===== config.mk =====
export PLATFORM = sky130hd
export DESIGN_NAME = bencode_stream_parser_flat
export DESIGN_NICKNAME = d
export VERILOG_FILES = /design/src/bsp_pkg.sv /design/src/bsp_byte_if.sv /design/src/bsp_token_if.sv /design/src/bencode_stream_parser.sv /design/src/bsp_token_fifo.sv /design/src/flat_wrapper.sv
export SDC_FILE = /design/constraint.sdc
export NUM_CORES = 2
export LEC_CHECK = 0
export BUFFER_PORTS_ARGS = -buffer_cell sky130_fd_sc_hd__buf_2
export CORE_MARGIN = 5
export CORE_UTILIZATION = 68
export CTS_BUF_LIST = sky130_fd_sc_hd__clkbuf_4 sky130_fd_sc_hd__clkbuf_8
export DETAILED_ROUTE_END_ITERATION = 16
export PLACE_DENSITY = 0.85
export SETUP_SLACK_MARGIN = 0.2
export SYNTH_ARGS = -nofsm -noshare
export SYNTH_HDL_FRONTEND = slang
export SYNTH_SLANG_ARGS = --single-unit

===== constraint.sdc =====
create_clock -name clk -period 26.5 [get_ports clk]
set_input_delay 2.65 -clock clk [delete_from_list [all_inputs] [get_ports clk]]
set_output_delay 2.65 -clock clk [all_outputs]
set_load 0.02 [all_outputs]

===== src/bsp_pkg.sv =====
// ----------------------------------------------------------------------------
// bsp_pkg: shared types and constants of the bencode stream parser
// Token kinds, error codes, container codes and the token record.
// ----------------------------------------------------------------------------
package bsp_pkg;

    // Nesting limit and its stack geometry.
    localparam int MaxDepth       = 256;
    localparam int DepthW         = $clog2(MaxDepth + 1);
    localparam int StackAddrW     = (MaxDepth > 1) ? $clog2(MaxDepth) : 1;
    localparam int MaxNumberChars = 20;
    localparam int CountW         = $clog2(MaxNumberChars + 1);

    // Kind of an emitted token.
    typedef enum logic [3:0] {
        KIND_INT  = 4'd0,
        KIND_BOOL = 4'd1,
        KIND_HDR  = 4'd2,
        KIND_BYTE = 4'd3,
        KIND_LIST = 4'd4,
        KIND_DICT = 4'd5,
        KIND_END  = 4'd6,
        KIND_ERR  = 4'd7,
        KIND_NONE = 4'd8
    } kind_t;

    // Error codes carried by error tokens.
    typedef enum logic [2:0] {
        ERR_UNKNOWN = 3'd0,
        ERR_BOOL    = 3'd1,
        ERR_INT     = 3'd2,
        ERR_LEN     = 3'd3,
        ERR_TRUNC   = 3'd4,
        ERR_DEEP    = 3'd5,
        ERR_KEY     = 3'd6
    } err_t;

    // Per-container state kept on the stack.
    typedef enum logic [1:0] {
        CTX_LIST = 2'd0,
        CTX_KEY  = 2'd1,
        CTX_VAL  = 2'd2,
        CTX_NONE = 2'd3
    } ctx_t;

    // One result token.
    typedef struct packed {
        logic [3:0]        token_kind;
        logic signed [63:0] token_value;
        logic [8:0]        nest_level;
        logic [2:0]        error_code;
        logic              message_done;
        logic              last_of_run;
    } token_t;

endpackage


===== src/bsp_byte_if.sv =====
// ----------------------------------------------------------------------------
// bsp_byte_if: input byte channel
// Valid/ready channel carrying one message byte with its framing marks.
// ----------------------------------------------------------------------------
interface bsp_byte_if;
    logic       valid;
    logic       ready;
    logic [7:0] data_byte;
    logic       first_byte;
    logic       last_byte;

    modport source (output valid, data_byte, first_byte, last_byte, input ready);
    modport sink   (input valid, data_byte, first_byte, last_byte, output ready);
endinterface


===== src/bsp_token_if.sv =====
// ----------------------------------------------------------------------------
// bsp_token_if: output token channel
// Valid/ready channel carrying one parser token.
// ----------------------------------------------------------------------------
interface bsp_token_if;
    logic               valid;
    logic               ready;
    logic [3:0]         token_kind;
    logic signed [63:0] token_value;
    logic [8:0]         nest_level;
    logic [2:0]         error_code;
    logic               message_done;
    logic               last_of_run;

    modport source (output valid, token_kind, token_value, nest_level, error_code,
                    message_done, last_of_run, input ready);
    modport sink   (input valid, token_kind, token_value, nest_level, error_code,
                    message_done, last_of_run, output ready);
endinterface


===== src/bencode_stream_parser.sv =====
// ----------------------------------------------------------------------------
// bencode_stream_parser: streaming bencode checker and tokenizer
// Parses one byte per cycle unless stalled; emits int, bool, string, container tokens.
// ----------------------------------------------------------------------------
// The parser takes one message byte per clock cycle and emits zero, one or two
// tokens for it into a four-entry output queue; it keeps taking bytes while
// tokens wait, and stalls only when the queue holds more than two tokens.
// The container stack lives in a 256-entry synchronous memory: the top entry
// sits in a register and the entry below it is prefetched every cycle, with a
// bypass for a push in the previous cycle, so pushes and pops run back to back.
module bencode_stream_parser (
    input  logic        clk,
    input  logic        rst_n,
    bsp_byte_if.sink    byte_in,
    bsp_token_if.source token_out
);

    typedef enum logic [3:0] {
        MODE_EXPECT   = 4'd0,
        MODE_INT_LEAD = 4'd1,
        MODE_INT_SIGN = 4'd2,
        MODE_INT_DIG  = 4'd3,
        MODE_LEN      = 4'd4,
        MODE_STR      = 4'd5,
        MODE_BOOL     = 4'd6,
        MODE_DONE     = 4'd7,
        MODE_FAILED   = 4'd8
    } mode_t;

    localparam int DW = bsp_pkg::DepthW;
    localparam int AW = bsp_pkg::StackAddrW;
    localparam int CW = bsp_pkg::CountW;

    // Stack memory and its prefetch path.
    logic [1:0]    stack_mem [bsp_pkg::MaxDepth];
    logic [1:0]    rdata_reg;
    logic          fwd_reg;
    logic [1:0]    fwd_data_reg;
    logic [1:0]    below;
    logic          wr_en;
    logic [AW-1:0] wr_addr;
    logic [1:0]    wr_data;
    logic [AW-1:0] rd_addr;

    // Parser state.
    mode_t          mode_reg, mode_next, mode_e;
    logic [DW-1:0]  depth_reg, depth_next, depth_e;
    logic [63:0]    acc_reg, acc_next, acc_e;
    logic [CW-1:0]  cnt_reg, cnt_next, cnt_e;
    logic           neg_reg, neg_next, neg_e;
    logic [63:0]    rem_reg, rem_next, rem_e;
    logic [1:0]     top_reg, top_next;

    logic            accept;
    logic            room;
    logic            v0, v1;
    bsp_pkg::token_t t0, t1;
    logic [7:0]      c;
    logic            is_digit;
    logic            is_ws;
    logic [3:0]      dval;
    logic [1:0]      ctx;
    logic [67:0]     prod;
    logic [67:0]     limit;
    logic            fits;

    assign accept        = byte_in.valid && byte_in.ready;
    assign byte_in.ready = room;
    assign c             = byte_in.data_byte;
    assign is_digit      = (c >= "0") && (c <= "9");
    assign is_ws         = (c == 8'd32) || ((c >= 8'd9) && (c <= 8'd13));
    assign dval          = c[3:0];
    assign below         = fwd_reg ? fwd_data_reg : rdata_reg;

    // State seen by this byte, after an optional restart.
    always_comb
    begin
        if (byte_in.first_byte)
        begin
            mode_e  = MODE_EXPECT;
            depth_e = '0;
            acc_e   = '0;
            cnt_e   = '0;
            neg_e   = 1'b0;
            rem_e   = '0;
        end
        else
        begin
            mode_e  = mode_reg;
            depth_e = depth_reg;
            acc_e   = acc_reg;
            cnt_e   = cnt_reg;
            neg_e   = neg_reg;
            rem_e   = rem_reg;
        end
    end

    assign ctx = (depth_e != '0) ? top_reg : bsp_pkg::CTX_NONE;

    // Times-ten accumulate with the signed range check.
    assign prod  = ({4'd0, acc_e} << 3) + ({4'd0, acc_e} << 1) + {64'd0, dval};
    assign limit = (neg_e && (mode_e != MODE_LEN)) ? {4'd0, 64'h8000000000000000}
                                                   : {4'd0, 64'h7FFFFFFFFFFFFFFF};
    assign fits  = (prod <= limit);

    // Byte step: next state and up to two tokens.
    always_comb
    begin
        mode_next  = mode_e;
        depth_next = depth_e;
        acc_next   = acc_e;
        cnt_next   = cnt_e;
        neg_next   = neg_e;
        rem_next   = rem_e;
        top_next   = top_reg;
        wr_en      = 1'b0;
        wr_addr    = AW'(depth_e - DW'(1));
        wr_data    = top_reg;
        v0         = 1'b0;
        v1         = 1'b0;
        t0         = '0;
        t1         = '0;
        t0.nest_level = 9'(depth_e);

        case (mode_e)
            MODE_EXPECT:
            begin
                if ((c == "e") && ((ctx == bsp_pkg::CTX_LIST) || (ctx == bsp_pkg::CTX_KEY)))
                begin
                    depth_next    = depth_e - DW'(1);
                    v0            = 1'b1;
                    t0.token_kind = bsp_pkg::KIND_END;
                    t0.nest_level = 9'(depth_next);
                    if (depth_next == '0)
                    begin
                        mode_next       = MODE_DONE;
                        t0.message_done = 1'b1;
                    end
                    else
                    begin
                        mode_next = MODE_EXPECT;
                        case (below)
                            bsp_pkg::CTX_KEY: top_next = bsp_pkg::CTX_VAL;
                            bsp_pkg::CTX_VAL: top_next = bsp_pkg::CTX_KEY;
                            default:          top_next = below;
                        endcase
                    end
                end
                else if (depth_e >= DW'(bsp_pkg::MaxDepth))
                begin
                    v0            = 1'b1;
                    t0.token_kind = bsp_pkg::KIND_ERR;
                    t0.error_code = bsp_pkg::ERR_DEEP;
                    mode_next     = MODE_FAILED;
                end
                else if ((ctx == bsp_pkg::CTX_KEY) && ((c == "b") || (c == "d") || (c == "l")))
                begin
                    v0            = 1'b1;
                    t0.token_kind = bsp_pkg::KIND_ERR;
                    t0.error_code = bsp_pkg::ERR_KEY;
                    mode_next     = MODE_FAILED;
                end
                else if (is_digit)
                begin
                    acc_next  = {60'd0, dval};
                    cnt_next  = CW'(1);
                    mode_next = MODE_LEN;
                end
                else if (c == "b")
                begin
                    mode_next = MODE_BOOL;
                end
                else if (c == "i")
                begin
                    acc_next  = '0;
                    cnt_next  = '0;
                    neg_next  = 1'b0;
                    mode_next = MODE_INT_LEAD;
                end
                else if ((c == "l") || (c == "d"))
                begin
                    v0            = 1'b1;
                    t0.token_kind = (c == "l") ? bsp_pkg::KIND_LIST : bsp_pkg::KIND_DICT;
                    top_next      = (c == "l") ? bsp_pkg::CTX_LIST : bsp_pkg::CTX_KEY;
                    wr_en         = (depth_e != '0);
                    depth_next    = depth_e + DW'(1);
                    mode_next     = MODE_EXPECT;
                end
                else
                begin
                    v0            = 1'b1;
                    t0.token_kind = bsp_pkg::KIND_ERR;
                    t0.error_code = bsp_pkg::ERR_UNKNOWN;
                    mode_next     = MODE_FAILED;
                end
            end

            MODE_INT_LEAD, MODE_INT_SIGN, MODE_INT_DIG:
            begin
                if (c == "e")
                begin
                    v0 = 1'b1;
                    if (mode_e == MODE_INT_DIG)
                    begin
                        t0.token_kind  = bsp_pkg::KIND_INT;
                        t0.token_value = neg_e ? (64'd0 - acc_e) : acc_e;
                    end
                    else
                    begin
                        t0.token_kind = bsp_pkg::KIND_ERR;
                        t0.error_code = bsp_pkg::ERR_INT;
                        mode_next     = MODE_FAILED;
                    end
                end
                else if (cnt_e >= CW'(bsp_pkg::MaxNumberChars))
                begin
                    v0            = 1'b1;
                    t0.token_kind = bsp_pkg::KIND_ERR;
                    t0.error_code = bsp_pkg::ERR_INT;
                    mode_next     = MODE_FAILED;
                end
                else
                begin
                    cnt_next = cnt_e + CW'(1);
                    if (is_digit && fits)
                    begin
                        acc_next  = prod[63:0];
                        mode_next = MODE_INT_DIG;
                    end
                    else if (!is_digit && (mode_e == MODE_INT_LEAD) && is_ws)
                    begin
                        mode_next = MODE_INT_LEAD;
                    end
                    else if (!is_digit && (mode_e == MODE_INT_LEAD) &&
                             ((c == "+") || (c == "-")))
                    begin
                        neg_next  = (c == "-");
                        mode_next = MODE_INT_SIGN;
                    end
                    else
                    begin
                        v0            = 1'b1;
                        t0.token_kind = bsp_pkg::KIND_ERR;
                        t0.error_code = bsp_pkg::ERR_INT;
                        mode_next     = MODE_FAILED;
                    end
                end
            end

            MODE_LEN:
            begin
                if (c == ":")
                begin
                    rem_next       = acc_e;
                    mode_next      = MODE_STR;
                    v0             = 1'b1;
                    t0.token_kind  = bsp_pkg::KIND_HDR;
                    t0.token_value = acc_e;
                end
                else if ((cnt_e >= CW'(bsp_pkg::MaxNumberChars)) || !is_digit || !fits)
                begin
                    v0            = 1'b1;
                    t0.token_kind = bsp_pkg::KIND_ERR;
                    t0.error_code = bsp_pkg::ERR_LEN;
                    mode_next     = MODE_FAILED;
                    cnt_next      = cnt_e + CW'(is_digit);
                end
                else
                begin
                    cnt_next = cnt_e + CW'(1);
                    acc_next = prod[63:0];
                end
            end

            MODE_STR:
            begin
                rem_next       = rem_e - 64'd1;
                v0             = 1'b1;
                t0.token_kind  = bsp_pkg::KIND_BYTE;
                t0.token_value = {56'd0, c};
            end

            MODE_BOOL:
            begin
                v0 = 1'b1;
                if ((c == "0") || (c == "1"))
                begin
                    t0.token_kind  = bsp_pkg::KIND_BOOL;
                    t0.token_value = {63'd0, c[0]};
                end
                else
                begin
                    t0.token_kind = bsp_pkg::KIND_ERR;
                    t0.error_code = bsp_pkg::ERR_BOOL;
                    mode_next     = MODE_FAILED;
                end
            end

            default:
            begin
                mode_next = mode_e;
            end
        endcase

        // Completion of a scalar value: int, bool, last string byte, empty string.
        if (v0 && (((t0.token_kind == bsp_pkg::KIND_INT) ||
                    (t0.token_kind == bsp_pkg::KIND_BOOL)) ||
                   ((t0.token_kind == bsp_pkg::KIND_BYTE) && (rem_next == 64'd0)) ||
                   ((t0.token_kind == bsp_pkg::KIND_HDR) && (acc_e == 64'd0))))
        begin
            if (depth_e == '0)
            begin
                mode_next       = MODE_DONE;
                t0.message_done = 1'b1;
            end
            else
            begin
                mode_next = MODE_EXPECT;
                case (top_reg)
                    bsp_pkg::CTX_KEY: top_next = bsp_pkg::CTX_VAL;
                    bsp_pkg::CTX_VAL: top_next = bsp_pkg::CTX_KEY;
                    default:          top_next = top_reg;
                endcase
            end
        end

        // Truncation at the final byte of the data.
        if (byte_in.last_byte && (mode_next != MODE_DONE) && (mode_next != MODE_FAILED))
        begin
            mode_next = MODE_FAILED;
            if (v0)
            begin
                v1            = 1'b1;
                t1.token_kind = bsp_pkg::KIND_ERR;
                t1.error_code = bsp_pkg::ERR_TRUNC;
                t1.nest_level = 9'(depth_next);
            end
            else
            begin
                v0            = 1'b1;
                t0            = '0;
                t0.token_kind = bsp_pkg::KIND_ERR;
                t0.error_code = bsp_pkg::ERR_TRUNC;
                t0.nest_level = 9'(depth_next);
            end
        end

        t0.last_of_run = !v1;
        t1.last_of_run = 1'b1;
    end

    // Prefetch the entry below the top as it will stand after this cycle.
    assign rd_addr = accept ? AW'(depth_next - DW'(2)) : AW'(depth_reg - DW'(2));

    // Control state.
    always_ff @(posedge clk or negedge rst_n)
    begin
        if (!rst_n)
        begin
            mode_reg  <= MODE_EXPECT;
            depth_reg <= '0;
            acc_reg   <= '0;
            cnt_reg   <= '0;
            neg_reg   <= 1'b0;
            rem_reg   <= '0;
            top_reg   <= bsp_pkg::CTX_LIST;
            fwd_reg   <= 1'b0;
        end
        else
        begin
            if (accept)
            begin
                mode_reg  <= mode_next;
                depth_reg <= depth_next;
                acc_reg   <= acc_next;
                cnt_reg   <= cnt_next;
                neg_reg   <= neg_next;
                rem_reg   <= rem_next;
                top_reg   <= top_next;
            end
            fwd_reg <= accept && wr_en && (wr_addr == rd_addr);
        end
    end

    // Stack memory: one write, one registered read.
    always_ff @(posedge clk)
    begin
        if (accept && wr_en)
        begin
            stack_mem[wr_addr] <= wr_data;
        end
        rdata_reg    <= stack_mem[rd_addr];
        fwd_data_reg <= wr_data;
    end

    bsp_token_fifo u_fifo (
        .clk       (clk),
        .rst_n     (rst_n),
        .push0     (accept && v0),
        .push1     (accept && v1),
        .tok0      (t0),
        .tok1      (t1),
        .room      (room),
        .token_out (token_out)
    );

endmodule


===== src/bsp_token_fifo.sv =====
// ----------------------------------------------------------------------------
// bsp_token_fifo: four-entry token queue
// Takes up to two tokens a cycle and hands them out one per request.
// ----------------------------------------------------------------------------
module bsp_token_fifo (
    input  logic            clk,
    input  logic            rst_n,
    input  logic            push0,
    input  logic            push1,
    input  bsp_pkg::token_t tok0,
    input  bsp_pkg::token_t tok1,
    output logic            room,
    bsp_token_if.source     token_out
);

    bsp_pkg::token_t entry_reg [4];
    logic [1:0] head_reg, head_next;
    logic [1:0] tail_reg, tail_next;
    logic [2:0] count_reg, count_next;
    logic       pop;
    logic [1:0] n_push;
    bsp_pkg::token_t head_tok;

    // Room for a full pair of tokens.
    assign room = (count_reg <= 3'd2);
    assign pop  = token_out.valid && token_out.ready;
    assign n_push = {1'b0, push0} + {1'b0, push1};

    assign head_tok               = entry_reg[head_reg];
    assign token_out.valid        = (count_reg != 3'd0);
    assign token_out.token_kind   = head_tok.token_kind;
    assign token_out.token_value  = head_tok.token_value;
    assign token_out.nest_level   = head_tok.nest_level;
    assign token_out.error_code   = head_tok.error_code;
    assign token_out.message_done = head_tok.message_done;
    assign token_out.last_of_run  = head_tok.last_of_run;

    // Pointer and count update.
    always_comb
    begin
        head_next  = head_reg + {1'b0, pop};
        tail_next  = tail_reg + n_push;
        count_next = count_reg + {1'b0, n_push} - {2'b00, pop};
    end

    always_ff @(posedge clk or negedge rst_n)
    begin
        if (!rst_n)
        begin
            head_reg  <= '0;
            tail_reg  <= '0;
            count_reg <= '0;
        end
        else
        begin
            head_reg  <= head_next;
            tail_reg  <= tail_next;
            count_reg <= count_next;
        end
    end

    // Token storage.
    always_ff @(posedge clk)
    begin
        if (push0)
        begin
            entry_reg[tail_reg] <= tok0;
        end
        if (push1)
        begin
            entry_reg[tail_reg + 2'd1] <= tok1;
        end
    end

endmodule


===== src/flat_wrapper.sv =====
// flat-port wrapper written by rule: the top's interface ports become plain ports
module bencode_stream_parser_flat 
  (clk, rst_n, byte_in_valid, byte_in_data_byte, byte_in_first_byte, byte_in_last_byte, byte_in_ready, token_out_valid, token_out_token_kind, token_out_token_value, token_out_nest_level, token_out_error_code, token_out_message_done, token_out_last_of_run, token_out_ready);
  bsp_byte_if byte_in_i ();
  bsp_token_if token_out_i ();
  input  logic clk;
  input  logic rst_n;
  input wire logic [$bits(byte_in_i.valid)-1:0] byte_in_valid;
  input wire logic [$bits(byte_in_i.data_byte)-1:0] byte_in_data_byte;
  input wire logic [$bits(byte_in_i.first_byte)-1:0] byte_in_first_byte;
  input wire logic [$bits(byte_in_i.last_byte)-1:0] byte_in_last_byte;
  output wire logic [$bits(byte_in_i.ready)-1:0] byte_in_ready;
  output wire logic [$bits(token_out_i.valid)-1:0] token_out_valid;
  output wire logic [$bits(token_out_i.token_kind)-1:0] token_out_token_kind;
  output wire logic [$bits(token_out_i.token_value)-1:0] token_out_token_value;
  output wire logic [$bits(token_out_i.nest_level)-1:0] token_out_nest_level;
  output wire logic [$bits(token_out_i.error_code)-1:0] token_out_error_code;
  output wire logic [$bits(token_out_i.message_done)-1:0] token_out_message_done;
  output wire logic [$bits(token_out_i.last_of_run)-1:0] token_out_last_of_run;
  input wire logic [$bits(token_out_i.ready)-1:0] token_out_ready;
  assign byte_in_i.valid = byte_in_valid;
  assign byte_in_i.data_byte = byte_in_data_byte;
  assign byte_in_i.first_byte = byte_in_first_byte;
  assign byte_in_i.last_byte = byte_in_last_byte;
  assign byte_in_ready = byte_in_i.ready;
  assign token_out_valid = token_out_i.valid;
  assign token_out_token_kind = token_out_i.token_kind;
  assign token_out_token_value = token_out_i.token_value;
  assign token_out_nest_level = token_out_i.nest_level;
  assign token_out_error_code = token_out_i.error_code;
  assign token_out_message_done = token_out_i.message_done;
  assign token_out_last_of_run = token_out_i.last_of_run;
  assign token_out_i.ready = token_out_ready;
  bencode_stream_parser u_core (.clk(clk), .rst_n(rst_n), .byte_in(byte_in_i), .token_out(token_out_i));
endmodule

Word-level counts from Yosys, hierarchy flattened:

Memories as Yosys holds them, arrays and structs flattened. A register that Yosys moved wholly into a read port is not among the register bits.
Cells that the tools add are included.

* flip-flop bits (word level): 159
* memory bits (writable): 840
* bits of input ports: 14
* output and inout port bits: 84
* word-level logic and storage cells: 286
* memories kept: 2

Memory list
* u_core.stack_mem: words 256, bits a word 2, read ports 1, clocked after memory_dff 1, wr ports 1, line bencode_stream_parser.sv:35 `logic [1:0] stack_mem [bsp_pkg::MaxDepth];`
* u_core.u_fifo.entry_reg: words 4, bits a word 82, read ports 1, clocked after memory_dff 0, wr ports 2, line bsp_token_fifo.sv:16 `bsp_pkg::token_t entry_reg [4];`

* add/subtract/negate cells: 16
* magnitude comparators: 8
* equal/unequal tests: 30
* mux-type cells: 171
* reductions and logical operators: 47

Operators with widths (count)
* $mux W64: 19
* $pmux W64 S4: 1
* $pmux W64 S3: 1
* $mux W82: 2
* $logic_not A64 Y1: 2
* $mux W4: 32
* $pmux W64 S2: 1
* $mux W9: 11
* $add A67 B65 Y68: 1
* $add A68 B4 Y68: 1
* $le A68 B68 Y1: 1
* $sub A1 B64 Y64 const A: 1
* $sub A64 B1 Y64 const B: 1
* $mux W5: 11
* $mux W1: 51
* $eq A8 B6 Y1 const B: 6
* $mux W3: 15
* $eq A8 B7 Y1 const B: 5
* $mux W2: 16
* $mux W12: 2
* $logic_and A1 B1 Y1: 20
* $pmux W4 S5: 1
* $logic_not A9 Y1: 2
* $eq A4 B2 Y1 const B: 4
* other kinds (41): 65

Logic depth before layout (Yosys ltp):

* word-level depth: 25
* depth in mapped cells: 57
* depth with buffers taken out: 42

Hierarchy:

A second synthesis with hierarchy kept.

* cells, all modules: 5308
* area, all modules: 59415.7 µm²

By module, submodules not included
* bencode_stream_parser: instances 1, cells each 4476, area each 42832.3 µm², sequential area each 19208.4 µm²
* bsp_token_fifo: instances 1, cells each 832, area each 16583.4 µm², sequential area each 10024.6 µm²

Worst setup path after synthesis:

No wires, ideal clock.

* path type: input to register
* start point: input port byte_in_first_byte
* end point: register u_core.u_fifo.count_reg[2]
* setup time: 0.123 ns
* data arrival time: 14.554 ns
* data required time: 26.377 ns
* slack: 11.824 ns
* cell stages on the path: 57
* buffers on the path: 18
* path through: clkbuf_1 > buf_2 > buf_2 > buf_2 > buf_2 > buf_2 > buf_2 > buf_1 > buf_2 > buf_1 > clkbuf_1 > clkbuf_1 > clkbuf_1 > buf_1 > nor2b_1 > ha_1 > ha_1 > clkbuf_1 > [... 21 more ...] > a311o_1 > nand4bb_1 > nor2_1 > clkbuf_1 > o21ai_0 > o31ai_1 > a31o_2 > buf_2 > clkbuf_1 > o21ai_0 > and2_1 > ha_1 > inv_1 > ha_1 > inv_1 > ha_1 > fa_1 > xnor2_1

* longest elaborated chain between the ends: 24
* elaborated cells between the ends (all ways): 106
* those cells by class: add/sub (7); order compare (3); eq/ne (13); mux (52); reduce/logical (31)

Ends and longest elaborated chain
* from (decl): line flat_wrapper.sv:10 `input wire logic [$bits(byte_in_i.first_byte)-1:0] byte_in_first_byte;`
* parallel branches: the longest is 21 deep, another holds $add A67 B65 Y68
* $add A1 B1 Y2 *: line bsp_token_fifo.sv:27 `assign n_push = {1'b0, push0} + {1'b0, push1};`
* $add A3 B2 Y3 *: line bsp_token_fifo.sv:43 `count_next = count_reg + {1'b0, n_push} - {2'b00, pop};`
* $sub A3 B1 Y3 *: line bsp_token_fifo.sv:43
* named net u_core.u_fifo.count_next[2]: line bsp_token_fifo.sv:19 `logic [2:0] count_reg, count_next;`
* to (signal assigned): line bsp_token_fifo.sv:58 `count_reg <= count_next;`
* to (decl): line bsp_token_fifo.sv:19

Mark *: on every way through the listed nets, which the timed path passes.
A chain may end at the register's enable or synchronous reset.

==> impl_results.md <==
- Met2 WL: between 70 and 80 mm
- Outcome: completed
- Vias/cell: 7.18
- Hold EP: u_core.u_fifo.entry_reg[3][37]
- Worst Path Max Fanout: 63
- Per-cell routed wire length: 27.5 um
- Fraction of layout cells with a size suffix above 1: approximately 13%
- Port Buffers: 96
- PD cells: 70.8 nW/um^2
- Setup TNS: 0 ps
- Most frequent cell on the critical path: o21ai_0
- Largest net degree at the start of global routing: 108
- R2r endpoint: u_core.u_fifo.entry_reg[2][80]
- CP Launch Type: input pin
- Fmax: 71.3 MHz
- Postcts setup bufs: 0
- Drt total wl: 177 mm
- Initial Util: between 60 and 70%
- Vias after detailed routing: 46132
- CTS root buf: clkbuf_8
- RSZ-0062 raised after global routing: no
- Xor/xnor share of the synthesized area: 1.78%
- Worst-Margin Slew: 1350 ps
- Total power: 4.21 mW
- Top layer used by detailed routing: met5
- Top_reg_cell synth: edfxtp_1
- Die X: 294 um
- Top cells by area, synth: edfxtp_1 (31%), dfxtp_1 (10%), dfrtp_1 (7.1%)
- Placed Area: 56100 sq um
- Crit Path Category: in2reg
- Gpl congestion: 1.05
- Clock skew: 35.4 ps
- Total Routing Usage GR: ~40%
- Max incr delay on CP: 930 ps
- CTS tree: yes
- Simple-gate portion of the synthesized area: between 10% and 20%
- P&R area growth vs syn: 8.13%
- Crit. Startpoint: byte_in_first_byte
- Mux cell area share after synthesis: approximately an eighth
- Clock Sinks: between 900 and 1000
- Cell count after synthesis: 5267
- FF+latch count, synth: 997
- Max_slew headroom: a little under a tenth
- Global route total overflow: 0
- EDFF count, synth: 564
- Reg clk slew, reported paths: around 60 ps
- Final hold vios: 0
- Max-cap violations: 0
- Number of global-route vias before repair: 44452
- Arr. time, crit path: 14490 ps
- Mapped Area: 55000 sq um
- Final Setup Violations: 0
- Leak: 23.9 nW
- Synthesized netlist net count: between 5000 and 6000
- Metal3 WL: roughly 20 mm
- Layout net count: 5460
- Combinational family with the most area after synthesis: compound AO/OA/AOI/OAI gates
- Synth Area in Compound Gates: 15.8%
- Hpwl dp: 117 mm
- Hold Crit Class: reg2reg
- Number of distinct library cells after synthesis: 97
- Seq/Total Area, Yosys: between 40% and 50%
- Peak supply drop: 110 uV
- Hold WS: 457 ps
- First-pass GRT wire length: 266 mm
- YS warnings: 0
- Crit. End Element: flip-flop
- CTS H-tree depth: 4
- Drt initial violations: 7122
- Worst R2R Start: u_core.acc_reg[0]
- Synth area leader: edfxtp_1
- Crit share post-route: 52.9%
- Antenna Nets Post-Route: 0
- Routed metal-1 wirelength: 62.2 mm
- Die Ht: 294 um
- Fin. max-slew vios: 0
- Ys async rst share: 15.7%
- Slowest stage cell on the critical path: nor2_4
- Commonest cells post-synth: nor2_1 (596), nand2_1 (567), edfxtp_1 (564), o21ai_0 (335), mux2i_1 (302)
- I/O pins: 98
- Post-layout util: 74.0%
- Minimum clock period: 14020 ps
- R2R depth: 35
- Post-Syn Area per Cell: between 10 and 15 sq um
- Die area: 86700 sq um
- CTS Buf Count: 158
- Initial antenna violation count: 10
- Most frequent cell after synthesis: nor2_1
- Critical Path RT: 26960 ps
- CTS resizes: 0
- Hold_sp: u_core.u_fifo.entry_reg[3][37]
- Hold Buf Count CTS: 0
- 1st-pass router iterations: 7
- Core Footprint: 80400 sq um
- Drt drc: 0
- Share of synthesized cell area in full adder, half adder and majority cells: 4.85%
- CTS max path bufs: 3
- Yosys top cell area share: 30.8%
- Max reg flops: 512
- Clk Latency, worst-skew pair: between 800 and 900 ps
- R2r setup slk: 14430 ps
- Hold Path Stages: 1
- Site Rows: 104
- Finished layout cell area: between 50000 and 60000 sq um
[where the power goes]
| group | total (mW) | switching, mW | internal, mW |
|---|---|---|---|
| logic | 0.903 | 0.621 | 0.282 |
| registers | 1.90 | 0.107 | 1.79 |
| clock network | 1.40 | 0.655 | 0.748 |
[area by class of cell]
cell class                      count  area (sq um)
Fill cell                        5346         20900
Multi-Input combinational cell   3790         26900
Inverter                          107           402
Sequential cell                   997         26400
Clock inverter                     55           495
Antenna cell                        8          20.0
Tap cell                         1060          1330
Clock buffer                      228          2840
Timing Repair Buffer              180          1120
[kinds of logic (layout without fill, tap and decap cells)]
logic type / count (synthesis) / after routing
mux: 454 / 454
simple gates: 1719 / 1719
fa+ha+maj: 212 / 212
xor+xnor: 112 / 112
compound gates: 1292 / 1292
buf+inv: 480 / 570
other cells: 1 / 9
flops: 997 / 997
[layer usage]
metal	vias up	global-route usage, %
li1	19701	-
met1	22095	50.8
met2	3534	61.5
met3	800	8.89
met4	2	25.8
met5	-	0
[worst max-delay path: cells and delay by family]
kind	cells	cell delay [ps]
AND/OR/NAND/NOR	7	2420
adder cells (fa/ha/maj)	3	980
XOR/XNOR	1	210
AO/OA/AOI/OAI	20	5800
buffers and inverters	5	2290
[per-stage QoR]
stage | setup WS, ps | std cells
final | 12480 | 6425
after global routing | 11740 | 6421
after CTS | 12840 | 6417
after detailed placement | 11980 | 6134
after global placement | 12210 | 6134
after floorplan | 11820 | 5267
[how the worst max path moves through the flow]
stage                                endpoint  slack [ps]  cells past startpoint
2_1_floorplan      u_core.u_fifo.count_reg[2]       11820                     57
3_3_place_gp   u_core.u_fifo.entry_reg[2][11]       12210                     36
3_5_place_dp    u_core.u_fifo.entry_reg[2][6]       11980                     36
4_1_cts         u_core.u_fifo.entry_reg[2][4]       12840                     36
5_1_grt        u_core.u_fifo.entry_reg[2][79]       11740                     36
6_report       u_core.u_fifo.entry_reg[2][80]       12480                     36
[cells in the final DEF, fill, tap and decap left out, types with 50 or more instances in the layout]
cell type / n
nor3_1: 95
dfrtp_1: 153
dfxtp_1: 276
ha_1: 210
nor2b_1: 60
a22o_1: 221
nand3_1: 72
a31oi_1: 66
nor2_1: 588
mux4_2: 149
a21oi_1: 237
nand2_1: 566
o21ai_0: 332
clkbuf_8: 180
nand4_1: 50
buf_2: 94
mux2i_1: 302
buf_4: 84
edfxtp_1: 564
xnor2_1: 70
inv_1: 99
No activity file was read; power rests on OpenSTA's default activity.
